==> src/rtl/pidaw_pkg.sv <==
// Shared types, codes and constants of the PID controller with integral clamp.
// Holds the microcode control word and the read-only microprogram.
// No dependencies.
`default_nettype none

package pidaw_pkg;

  localparam int unsigned UPC_W   = 3;
  localparam int unsigned REG_W   = 32;
  localparam int unsigned CIDX_W  = 3;

  // Configuration register indexes.
  localparam logic [CIDX_W-1:0] REG_GAIN_P     = 3'd0;
  localparam logic [CIDX_W-1:0] REG_GAIN_I     = 3'd1;
  localparam logic [CIDX_W-1:0] REG_GAIN_D     = 3'd2;
  localparam logic [CIDX_W-1:0] REG_STEP_TIME  = 3'd3;
  localparam logic [CIDX_W-1:0] REG_STEP_INV   = 3'd4;
  localparam logic [CIDX_W-1:0] REG_INT_UPPER  = 3'd5;
  localparam logic [CIDX_W-1:0] REG_INT_LOWER  = 3'd6;

  // Register reset values.
  localparam logic signed [31:0] RST_GAIN      = 32'sd0;
  localparam logic [30:0]        RST_STEP_TIME = 31'd65536;
  localparam logic [30:0]        RST_STEP_INV  = 31'd65536;
  localparam logic signed [31:0] RST_INT_UPPER = 32'sd131072;
  localparam logic signed [31:0] RST_INT_LOWER = -32'sd131072;

  // Sequencer advance conditions.
  localparam logic [1:0] COND_ALWAYS = 2'd0;
  localparam logic [1:0] COND_IN     = 2'd1;
  localparam logic [1:0] COND_OUT    = 2'd2;

  // Multiplier operand pairs.
  localparam logic [2:0] MUL_NONE     = 3'd0;
  localparam logic [2:0] MUL_ERR_DT   = 3'd1;
  localparam logic [2:0] MUL_ERR_INV  = 3'd2;
  localparam logic [2:0] MUL_LAST_INV = 3'd3;
  localparam logic [2:0] MUL_P_ERR    = 3'd4;
  localparam logic [2:0] MUL_I_INT    = 3'd5;
  localparam logic [2:0] MUL_D_RATE   = 3'd6;

  // Accumulator operations.
  localparam logic [1:0] ACC_HOLD = 2'd0;
  localparam logic [1:0] ACC_LOAD = 2'd1;
  localparam logic [1:0] ACC_ADD  = 2'd2;
  localparam logic [1:0] ACC_SUB  = 2'd3;

  // Microprogram step addresses.
  localparam logic [UPC_W-1:0] S_IDLE     = 3'd0;
  localparam logic [UPC_W-1:0] S_MUL_DT   = 3'd1;
  localparam logic [UPC_W-1:0] S_INTEG    = 3'd2;
  localparam logic [UPC_W-1:0] S_LAST     = 3'd3;
  localparam logic [UPC_W-1:0] S_RATE     = 3'd4;
  localparam logic [UPC_W-1:0] S_TERM_I   = 3'd5;
  localparam logic [UPC_W-1:0] S_TERM_D   = 3'd6;
  localparam logic [UPC_W-1:0] S_OUT      = 3'd7;

  typedef struct packed {
    logic [1:0]       cond;
    logic [UPC_W-1:0] next;
    logic [2:0]       mul_op;
    logic [1:0]       acc_op;
    logic             ld_err;
    logic             upd_int;
    logic             upd_last;
    logic             ld_rate;
    logic             ld_out;
  } uword_t;

  typedef struct packed {
    logic       fire;
    logic [2:0] mul_op;
    logic [1:0] acc_op;
    logic       ld_err;
    logic       upd_int;
    logic       upd_last;
    logic       ld_rate;
    logic       ld_out;
  } ctrl_t;

  function automatic uword_t ucode(input logic [UPC_W-1:0] addr);
    uword_t w;
    w = '{cond: COND_ALWAYS, next: S_IDLE, mul_op: MUL_NONE, acc_op: ACC_HOLD,
          ld_err: 1'b0, upd_int: 1'b0, upd_last: 1'b0, ld_rate: 1'b0, ld_out: 1'b0};
    case (addr)
      S_IDLE: begin
        w.cond   = COND_IN;
        w.next   = S_MUL_DT;
        w.ld_err = 1'b1;
      end
      S_MUL_DT: begin
        w.next   = S_INTEG;
        w.mul_op = MUL_ERR_DT;
      end
      S_INTEG: begin
        w.next    = S_LAST;
        w.mul_op  = MUL_ERR_INV;
        w.upd_int = 1'b1;
      end
      S_LAST: begin
        w.next     = S_RATE;
        w.mul_op   = MUL_LAST_INV;
        w.acc_op   = ACC_LOAD;
        w.upd_last = 1'b1;
      end
      S_RATE: begin
        w.next    = S_TERM_I;
        w.mul_op  = MUL_P_ERR;
        w.acc_op  = ACC_SUB;
        w.ld_rate = 1'b1;
      end
      S_TERM_I: begin
        w.next   = S_TERM_D;
        w.mul_op = MUL_I_INT;
        w.acc_op = ACC_LOAD;
      end
      S_TERM_D: begin
        w.next   = S_OUT;
        w.mul_op = MUL_D_RATE;
        w.acc_op = ACC_ADD;
      end
      S_OUT: begin
        w.cond   = COND_OUT;
        w.next   = S_IDLE;
        w.acc_op = ACC_ADD;
        w.ld_out = 1'b1;
      end
      default: begin
        w.next = S_IDLE;
      end
    endcase
    return w;
  endfunction

endpackage

`default_nettype wire

==> src/rtl/pid_controller_antiwindup.sv <==
// Each transfer on the input channel takes a setpoint and a measured value and
// yields one result transfer with the saturated Q16.16 drive and an integral
// clamp flag. A sample runs through every step of the microprogram, which runs
// every product through one shared 32x32 multiplier. The next input is taken
// as soon as the program returns to its first step, even while the previous
// result waits; the last step waits only when an earlier result is still held
// under stall. Registers are written through cfg_we, cfg_index and cfg_data;
// the user must write them only while idle, as the block does not enforce it.
// Depends on pidaw_pkg, pidaw_seq and pidaw_dp.
`default_nettype none

module pid_controller_antiwindup (
  input  wire logic                         clk,
  input  wire logic                         rst_n,
  input  wire logic                         cfg_we,
  input  wire logic [pidaw_pkg::CIDX_W-1:0] cfg_index,
  input  wire logic [pidaw_pkg::REG_W-1:0]  cfg_data,
  input  wire logic                         in_valid,
  output logic                              in_stall,
  input  wire logic signed [31:0]           in_target,
  input  wire logic signed [31:0]           in_measurement,
  output logic                              out_valid,
  input  wire logic                         out_stall,
  output logic signed [31:0]                out_drive,
  output logic                              out_integral_limited
);
  import pidaw_pkg::*;

  ctrl_t ctrl;
  logic  out_busy;

  pidaw_seq u_seq (
    .clk      (clk),
    .rst_n    (rst_n),
    .in_valid (in_valid),
    .out_busy (out_busy),
    .in_stall (in_stall),
    .ctrl     (ctrl)
  );

  pidaw_dp u_dp (
    .clk                  (clk),
    .rst_n                (rst_n),
    .ctrl                 (ctrl),
    .cfg_we               (cfg_we),
    .cfg_index            (cfg_index),
    .cfg_data             (cfg_data),
    .in_target            (in_target),
    .in_measurement       (in_measurement),
    .out_stall            (out_stall),
    .out_valid            (out_valid),
    .out_drive            (out_drive),
    .out_integral_limited (out_integral_limited),
    .out_busy             (out_busy)
  );

endmodule

`default_nettype wire

==> src/rtl/pidaw_seq.sv <==
// Microcode sequencer: step counter, program table lookup and conditional advance.
// Depends on pidaw_pkg.
`default_nettype none

module pidaw_seq (
  input  wire logic            clk,
  input  wire logic            rst_n,
  input  wire logic            in_valid,
  input  wire logic            out_busy,
  output logic                 in_stall,
  output pidaw_pkg::ctrl_t     ctrl
);
  import pidaw_pkg::*;

  logic [UPC_W-1:0] upc_r;
  logic [UPC_W-1:0] upc_nxt;
  uword_t           word;
  logic             adv;

  assign word = ucode(upc_r);

  always_comb begin
    case (word.cond)
      COND_ALWAYS: adv = 1'b1;
      COND_IN:     adv = in_valid;
      COND_OUT:    adv = !out_busy;
      default:     adv = 1'b0;
    endcase
    upc_nxt = adv ? word.next : upc_r;
  end

  always_ff @(posedge clk) begin
    if (!rst_n) begin
      upc_r <= S_IDLE;
    end else begin
      upc_r <= upc_nxt;
    end
  end

  assign in_stall = (upc_r != S_IDLE);

  assign ctrl = '{fire: adv, mul_op: word.mul_op, acc_op: word.acc_op,
                  ld_err: word.ld_err, upd_int: word.upd_int, upd_last: word.upd_last,
                  ld_rate: word.ld_rate, ld_out: word.ld_out};

endmodule

`default_nettype wire

==> src/rtl/pidaw_dp.sv <==
// Datapath: configuration registers, shared 32x32 multiplier, accumulator,
// controller state and the output register. Depends on pidaw_pkg.
`default_nettype none

module pidaw_dp (
  input  wire logic                       clk,
  input  wire logic                       rst_n,
  input  wire pidaw_pkg::ctrl_t           ctrl,
  input  wire logic                       cfg_we,
  input  wire logic [pidaw_pkg::CIDX_W-1:0] cfg_index,
  input  wire logic [pidaw_pkg::REG_W-1:0]  cfg_data,
  input  wire logic signed [31:0]         in_target,
  input  wire logic signed [31:0]         in_measurement,
  input  wire logic                       out_stall,
  output logic                            out_valid,
  output logic signed [31:0]              out_drive,
  output logic                            out_integral_limited,
  output logic                            out_busy
);
  import pidaw_pkg::*;

  logic signed [31:0] gain_p_r, gain_i_r, gain_d_r;
  logic [30:0]        step_time_r, step_inv_r;
  logic signed [31:0] int_upper_r, int_lower_r;

  logic signed [31:0] err_r, integ_r, last_r, rate_r;
  logic               limited_r;
  logic signed [63:0] prod_r;
  logic signed [65:0] acc_r;

  logic               out_valid_r;
  logic signed [31:0] out_drive_r;
  logic               out_lim_r;

  logic signed [32:0] diff;
  logic signed [31:0] err_sat;
  logic signed [31:0] mul_a, mul_b;
  logic signed [47:0] int_inc, int_next;
  logic signed [31:0] int_clamped;
  logic               int_hit;
  logic signed [65:0] prod_x, acc_sum;
  logic               out_take;

  function automatic logic signed [31:0] sat_q16(input logic signed [65:0] v);
    logic signed [65:0] s;
    s = v >>> 16;
    if (s > 66'sh0_7FFF_FFFF) begin
      return 32'sh7FFF_FFFF;
    end else if (s < -66'sh0_8000_0000) begin
      return 32'sh8000_0000;
    end
    return s[31:0];
  endfunction

  always_comb begin
    diff = 33'(in_target) - 33'(in_measurement);
    if (diff[32] != diff[31]) begin
      err_sat = diff[32] ? 32'sh8000_0000 : 32'sh7FFF_FFFF;
    end else begin
      err_sat = diff[31:0];
    end
  end

  always_comb begin
    case (ctrl.mul_op)
      MUL_ERR_DT: begin
        mul_a = err_r;
        mul_b = $signed({1'b0, step_time_r});
      end
      MUL_ERR_INV: begin
        mul_a = err_r;
        mul_b = $signed({1'b0, step_inv_r});
      end
      MUL_LAST_INV: begin
        mul_a = last_r;
        mul_b = $signed({1'b0, step_inv_r});
      end
      MUL_P_ERR: begin
        mul_a = gain_p_r;
        mul_b = err_r;
      end
      MUL_I_INT: begin
        mul_a = gain_i_r;
        mul_b = integ_r;
      end
      MUL_D_RATE: begin
        mul_a = gain_d_r;
        mul_b = rate_r;
      end
      default: begin
        mul_a = '0;
        mul_b = '0;
      end
    endcase
  end

  // The increment is the Q32.32 product of error and period, floored to Q16.16.
  always_comb begin
    int_inc  = 48'(prod_r >>> 16);
    int_next = 48'(integ_r) + int_inc;
    int_hit  = 1'b1;
    if (int_next > 48'(int_upper_r)) begin
      int_clamped = int_upper_r;
    end else if (int_next < 48'(int_lower_r)) begin
      int_clamped = int_lower_r;
    end else begin
      int_clamped = int_next[31:0];
      int_hit     = 1'b0;
    end
  end

  always_comb begin
    prod_x = 66'(prod_r);
    case (ctrl.acc_op)
      ACC_LOAD: acc_sum = prod_x;
      ACC_ADD:  acc_sum = acc_r + prod_x;
      ACC_SUB:  acc_sum = acc_r - prod_x;
      default:  acc_sum = acc_r;
    endcase
  end

  assign out_take = out_valid_r && !out_stall;
  assign out_busy = out_valid_r && out_stall;

  always_ff @(posedge clk) begin
    if (!rst_n) begin
      gain_p_r    <= RST_GAIN;
      gain_i_r    <= RST_GAIN;
      gain_d_r    <= RST_GAIN;
      step_time_r <= RST_STEP_TIME;
      step_inv_r  <= RST_STEP_INV;
      int_upper_r <= RST_INT_UPPER;
      int_lower_r <= RST_INT_LOWER;
    end else if (cfg_we) begin
      case (cfg_index)
        REG_GAIN_P:    gain_p_r    <= $signed(cfg_data);
        REG_GAIN_I:    gain_i_r    <= $signed(cfg_data);
        REG_GAIN_D:    gain_d_r    <= $signed(cfg_data);
        REG_STEP_TIME: step_time_r <= cfg_data[30:0];
        REG_STEP_INV:  step_inv_r  <= cfg_data[30:0];
        REG_INT_UPPER: int_upper_r <= $signed(cfg_data);
        REG_INT_LOWER: int_lower_r <= $signed(cfg_data);
        default: begin
        end
      endcase
    end
  end

  always_ff @(posedge clk) begin
    if (!rst_n) begin
      integ_r     <= '0;
      last_r      <= '0;
      out_valid_r <= 1'b0;
    end else begin
      if (ctrl.fire && ctrl.upd_int) begin
        integ_r <= int_clamped;
      end
      if (ctrl.fire && ctrl.upd_last) begin
        last_r <= err_r;
      end
      if (ctrl.fire && ctrl.ld_out) begin
        out_valid_r <= 1'b1;
      end else if (out_take) begin
        out_valid_r <= 1'b0;
      end
    end
  end

  always_ff @(posedge clk) begin
    if (ctrl.fire) begin
      if (ctrl.ld_err) begin
        err_r <= err_sat;
      end
      if (ctrl.mul_op != MUL_NONE) begin
        prod_r <= mul_a * mul_b;
      end
      if (ctrl.acc_op != ACC_HOLD) begin
        acc_r <= acc_sum;
      end
      if (ctrl.upd_int) begin
        limited_r <= int_hit;
      end
      if (ctrl.ld_rate) begin
        rate_r <= sat_q16(acc_sum);
      end
      if (ctrl.ld_out) begin
        out_drive_r <= sat_q16(acc_sum);
        out_lim_r   <= limited_r;
      end
    end
  end

  assign out_valid            = out_valid_r;
  assign out_drive            = out_drive_r;
  assign out_integral_limited = out_lim_r;

endmodule

`default_nettype wire

==> config.mk <==
export PLATFORM = sky130hd
export DESIGN_NAME = pid_controller_antiwindup
export DESIGN_NICKNAME = d
export VERILOG_FILES = /design/src/rtl/pidaw_pkg.sv /design/src/rtl/pid_controller_antiwindup.sv /design/src/rtl/pidaw_seq.sv /design/src/rtl/pidaw_dp.sv
export SDC_FILE = /design/constraint.sdc
export NUM_CORES = 2
export LEC_CHECK = 0
export ABC_AREA = 1
export CAP_MARGIN = 0
export CORE_MARGIN = 5
export CORE_UTILIZATION = 59
export DETAILED_ROUTE_END_ITERATION = 12
export DONT_BUFFER_PORTS = 1
export MAX_ROUTING_LAYER = met4
export PLACE_DENSITY_LB_ADDON = 0.12
export SYNTH_ARGS = -nofsm -noshare
export SYNTH_HDL_FRONTEND = slang
export SYNTH_SLANG_ARGS = --single-unit
==> constraint.sdc <==
create_clock -name clk -period 18.51 [get_ports clk]
set_input_delay 1.851 -clock clk [delete_from_list [all_inputs] [get_ports clk]]
set_output_delay 1.851 -clock clk [all_outputs]
set_load 0.05 [all_outputs]
==> impl_metrics.toml <==
[outcome]
outcome = "complete, no violations"

[drt]
wl_um = 265000
wire_per_inst_um = 24.9
vias = 62600
postRouteAntennaNets = 0
drc = 0
via_per_inst = 5.90
dr.pass1.iters = 6
drtIter0Drc = 7704

[setup_path]
crit_end = "u_dp.prod_r[62]"
crit_required_ns = 18.92
start_kind = "flop"
critPathMaxStageDelay_ns = 0.91
rr_worst_depth = 31
ff2ff_setup_slack_ns = 7.44
r2r_end = "u_dp.prod_r[62]"
crit_arrival_ns = 11.47
criticalPathCategory = "reg -> reg"
crit_path_top_delay_cell = "fa_1"
worst_setup_path_end_kind = "flop"
r2r_start = "u_seq.upc_r[0]"
cp_max_fo = 43
startpoint = "u_seq.upc_r[0]"

[cts]
postCtsSetupBuffers = 0
cts_resized = 0
numCtsBuffers = 58
path_clk_slew_ns = 0.06
hold_buffers = 0
root_buffer = "clkbuf_16"
clockBufferDepth = 3
cts_tree = "done"
cts_max_level = 2
clock-sinks = 518
clock_latency_ns = 0.70

[power_and_ir_drop]
pwr_density_cell_nw_per_um2 = 145
finalPower_mw = 10.9
p_leak_nw = 37.0
max-vdd-ir-drop_uv = 138

[global_routing]
grt_overflow_total = 0
grt_pass1_wl_um = 395000
antenna_found_initial = 19
grt_max_degree = 271
track_usage = 0.429
grt_pass1_vias = 63200

[synth]
avgSynthCellArea_um2 = 7.81
seq_area_frac_synth = 0.178
yosys_register_bits = 518
synth_warnings = 0
yosys.area.top_type_share = 0.305
synthDistinctLibCells = 66
yosysTopAreaCell = "fa_1"
syn_inst = 9112
syn_area_um2 = 71200
synthArstFlopShare = 0
synth_edf_count = 228
synth.area.top_cells = "fa_1 (31%), inv_1 (10%), edfxtp_1 (9.6%)"
synth_ff_type = "dfxtp_1"
syn_nets = 10700

[sta]
rsz0062_at_grt = "no"
slew_viol_final = 0
fin_tns_setup_ns = 0
fmax_mhz = 90.3
hold_slack_ns = 0.422
setup_violations = 0
finClkSkew_ns = 0.0483
worstMarginPinSlew_ns = 1.19
relSlewSlack = 0.204
period_share = 0.598
post-route-min-period_ns = 11.07
worst_slack_ns = 7.44
hold_violations = 0

[placement]
gp_congestion = 1.09
numPortBuffers = 0
dp_hpwl_um = 208000
dp_slack_ns = 7.58

[die]
core_um2 = 120000
start_util = 0.594
rows = 127
io_pins = 139
fp.dieH_um = 357
dieArea_um2 = 128000
fp.dieW_um = 357

[hold_path]
hold_path_class = "reg -> reg"

[cells_and_area]
finalNetCount = 10600
areaGrowthSynthToFinish_pct = 5.08
drive_above_1_share = 0.0368

[job]
maxCapViolations = 0
layer usage:
metal / up-vias / part of all wire / GRT usage
li1: 27500 / - / -
met1: 30100 / 0.38 / 0.540
met2: 4028 / 0.42 / 0.616
met3: 937 / 0.13 / 0.138
met4: 0 / 0.072 / 0.231
met5: - / 0 / -
area by class of cell:
| class | count | area, µm² |
|---|---|---|
| Antenna cell | 16 | 40.0 |
| Sequential cell | 518 | 12700 |
| Tap cell | 1612 | 2020 |
| Timing Repair Buffer | 104 | 781 |
| Clock inverter | 37 | 507 |
| Fill cell | 10900 | 45000 |
| Inverter | 1971 | 7400 |
| Multi-Input combinational cell | 6287 | 49800 |
| Clock buffer | 73 | 1590 |
worst max-delay path: cells and delay by family, from the launching register on:
kind / cells / cell delay [ns]
adders and majority gates: 10 / 5.39
buffers and inverters: 10 / 2.37
and+or+nand+nor: 5 / 1.31
AOI/OAI and AO/OA: 5 / 1.14
DFF: 1 / 0.38
xor gates and xnor gates: 1 / 0.15
worst min path at each step:
| stage | startpoint | to | cells past startpoint |
|---|---|---|---|
| after global placement | u_dp.limited_r | u_dp.out_integral_limited | 0 |
| after detailed placement | u_dp.limited_r | u_dp.out_integral_limited | 0 |
| after global routing | u_dp.limited_r | u_dp.out_integral_limited | 0 |
| after floorplan | u_dp.limited_r | u_dp.out_integral_limited | 0 |
| after CTS | u_dp.limited_r | u_dp.out_integral_limited | 0 |
| final | u_dp.limited_r | u_dp.out_integral_limited | 0 |
registers in the layout, indices dropped and copies added, names as in the netlist:
name / cells
u_dp.last_r: 32
u_dp.out_integral_limited: 1
u_dp.acc_r: 66
u_dp.integ_r: 32
u_dp.gain_i_r: 32
u_dp.int_lower_r: 32
u_dp.limited_r: 1
u_dp.out_valid: 1
u_dp.step_time_r: 31
u_seq.upc_r: 3
u_dp.gain_p_r: 32
u_dp.gain_d_r: 32
u_dp.err_r: 32
u_dp.step_inv_r: 31
u_dp.rate_r: 32
u_dp.out_drive: 32
u_dp.int_upper_r: 32
u_dp.prod_r: 64
per-stage QoR:
step / utilization / cell area (µm²) / instances
3_3_place_gp: 0.606 / 72600 / 10500
5_1_grt: 0.624 / 74800 / 10600
6_report: 0.624 / 74800 / 10600
4_1_cts: 0.624 / 74700 / 10600
2_1_floorplan: - / 71200 / 9112
3_5_place_dp: 0.606 / 72600 / 10500
cells in the mapped netlist, types with 31 or more instances:
library cell,instances
buf_2,97
nand4_1,53
a31oi_1,46
nor3_1,44
nand3_1,151
xor2_1,166
clkbuf_1,209
a21oi_1,453
inv_1,1934
fa_1,1085
o211ai_1,48
o21ai_0,456
nand2_1,1727
a221oi_1,33
ha_1,429
o221ai_1,33
nor2_1,1169
and2_1,31
edfxtp_1,228
xnor2_1,80
dfxtp_1,290
cells by family after synthesis:
family	synth area share
xor gates and xnor gates	0.0305
DFF	0.178
AOI/OAI and AO/OA	0.100
buffers and inverters	0.124
and+or+nand+nor	0.187
adders and majority gates	0.381
placed cells by master (no fill, tap or decap), drive strengths merged, types with 30 or more instances in the layout:
| cell | synthesis | layout |
|---|---|---|
| nand4 | 54 | 54 |
| clkinv | 21 | 34 |
| nor3 | 51 | 51 |
| buf | 126 | 104 |
| dfxtp | 290 | 290 |
| nand3 | 158 | 158 |
| a31oi | 46 | 46 |
| and2 | 35 | 35 |
| xnor2 | 80 | 80 |
| nand2 | 1745 | 1745 |
| ha | 429 | 429 |
| o211ai | 48 | 48 |
| xor2 | 167 | 167 |
| fa | 1085 | 1085 |
| o221ai | 33 | 33 |
| inv | 1950 | 1959 |
| clkbuf | 210 | 73 |
| o21ai | 473 | 473 |
| edfxtp | 228 | 228 |
| nor4 | 30 | 30 |
| nor2 | 1181 | 1181 |
| a21oi | 460 | 460 |
| a221oi | 33 | 33 |
power by group:
group          leakage (nW)  total (mW)  switching, mW  internal [mW]
clock                  1.01        1.27          0.542          0.732
sequential             4.47        1.92          0.355           1.57
combinational          31.6        7.67           5.33           2.34
No activity file was read; power rests on OpenSTA's default activity.
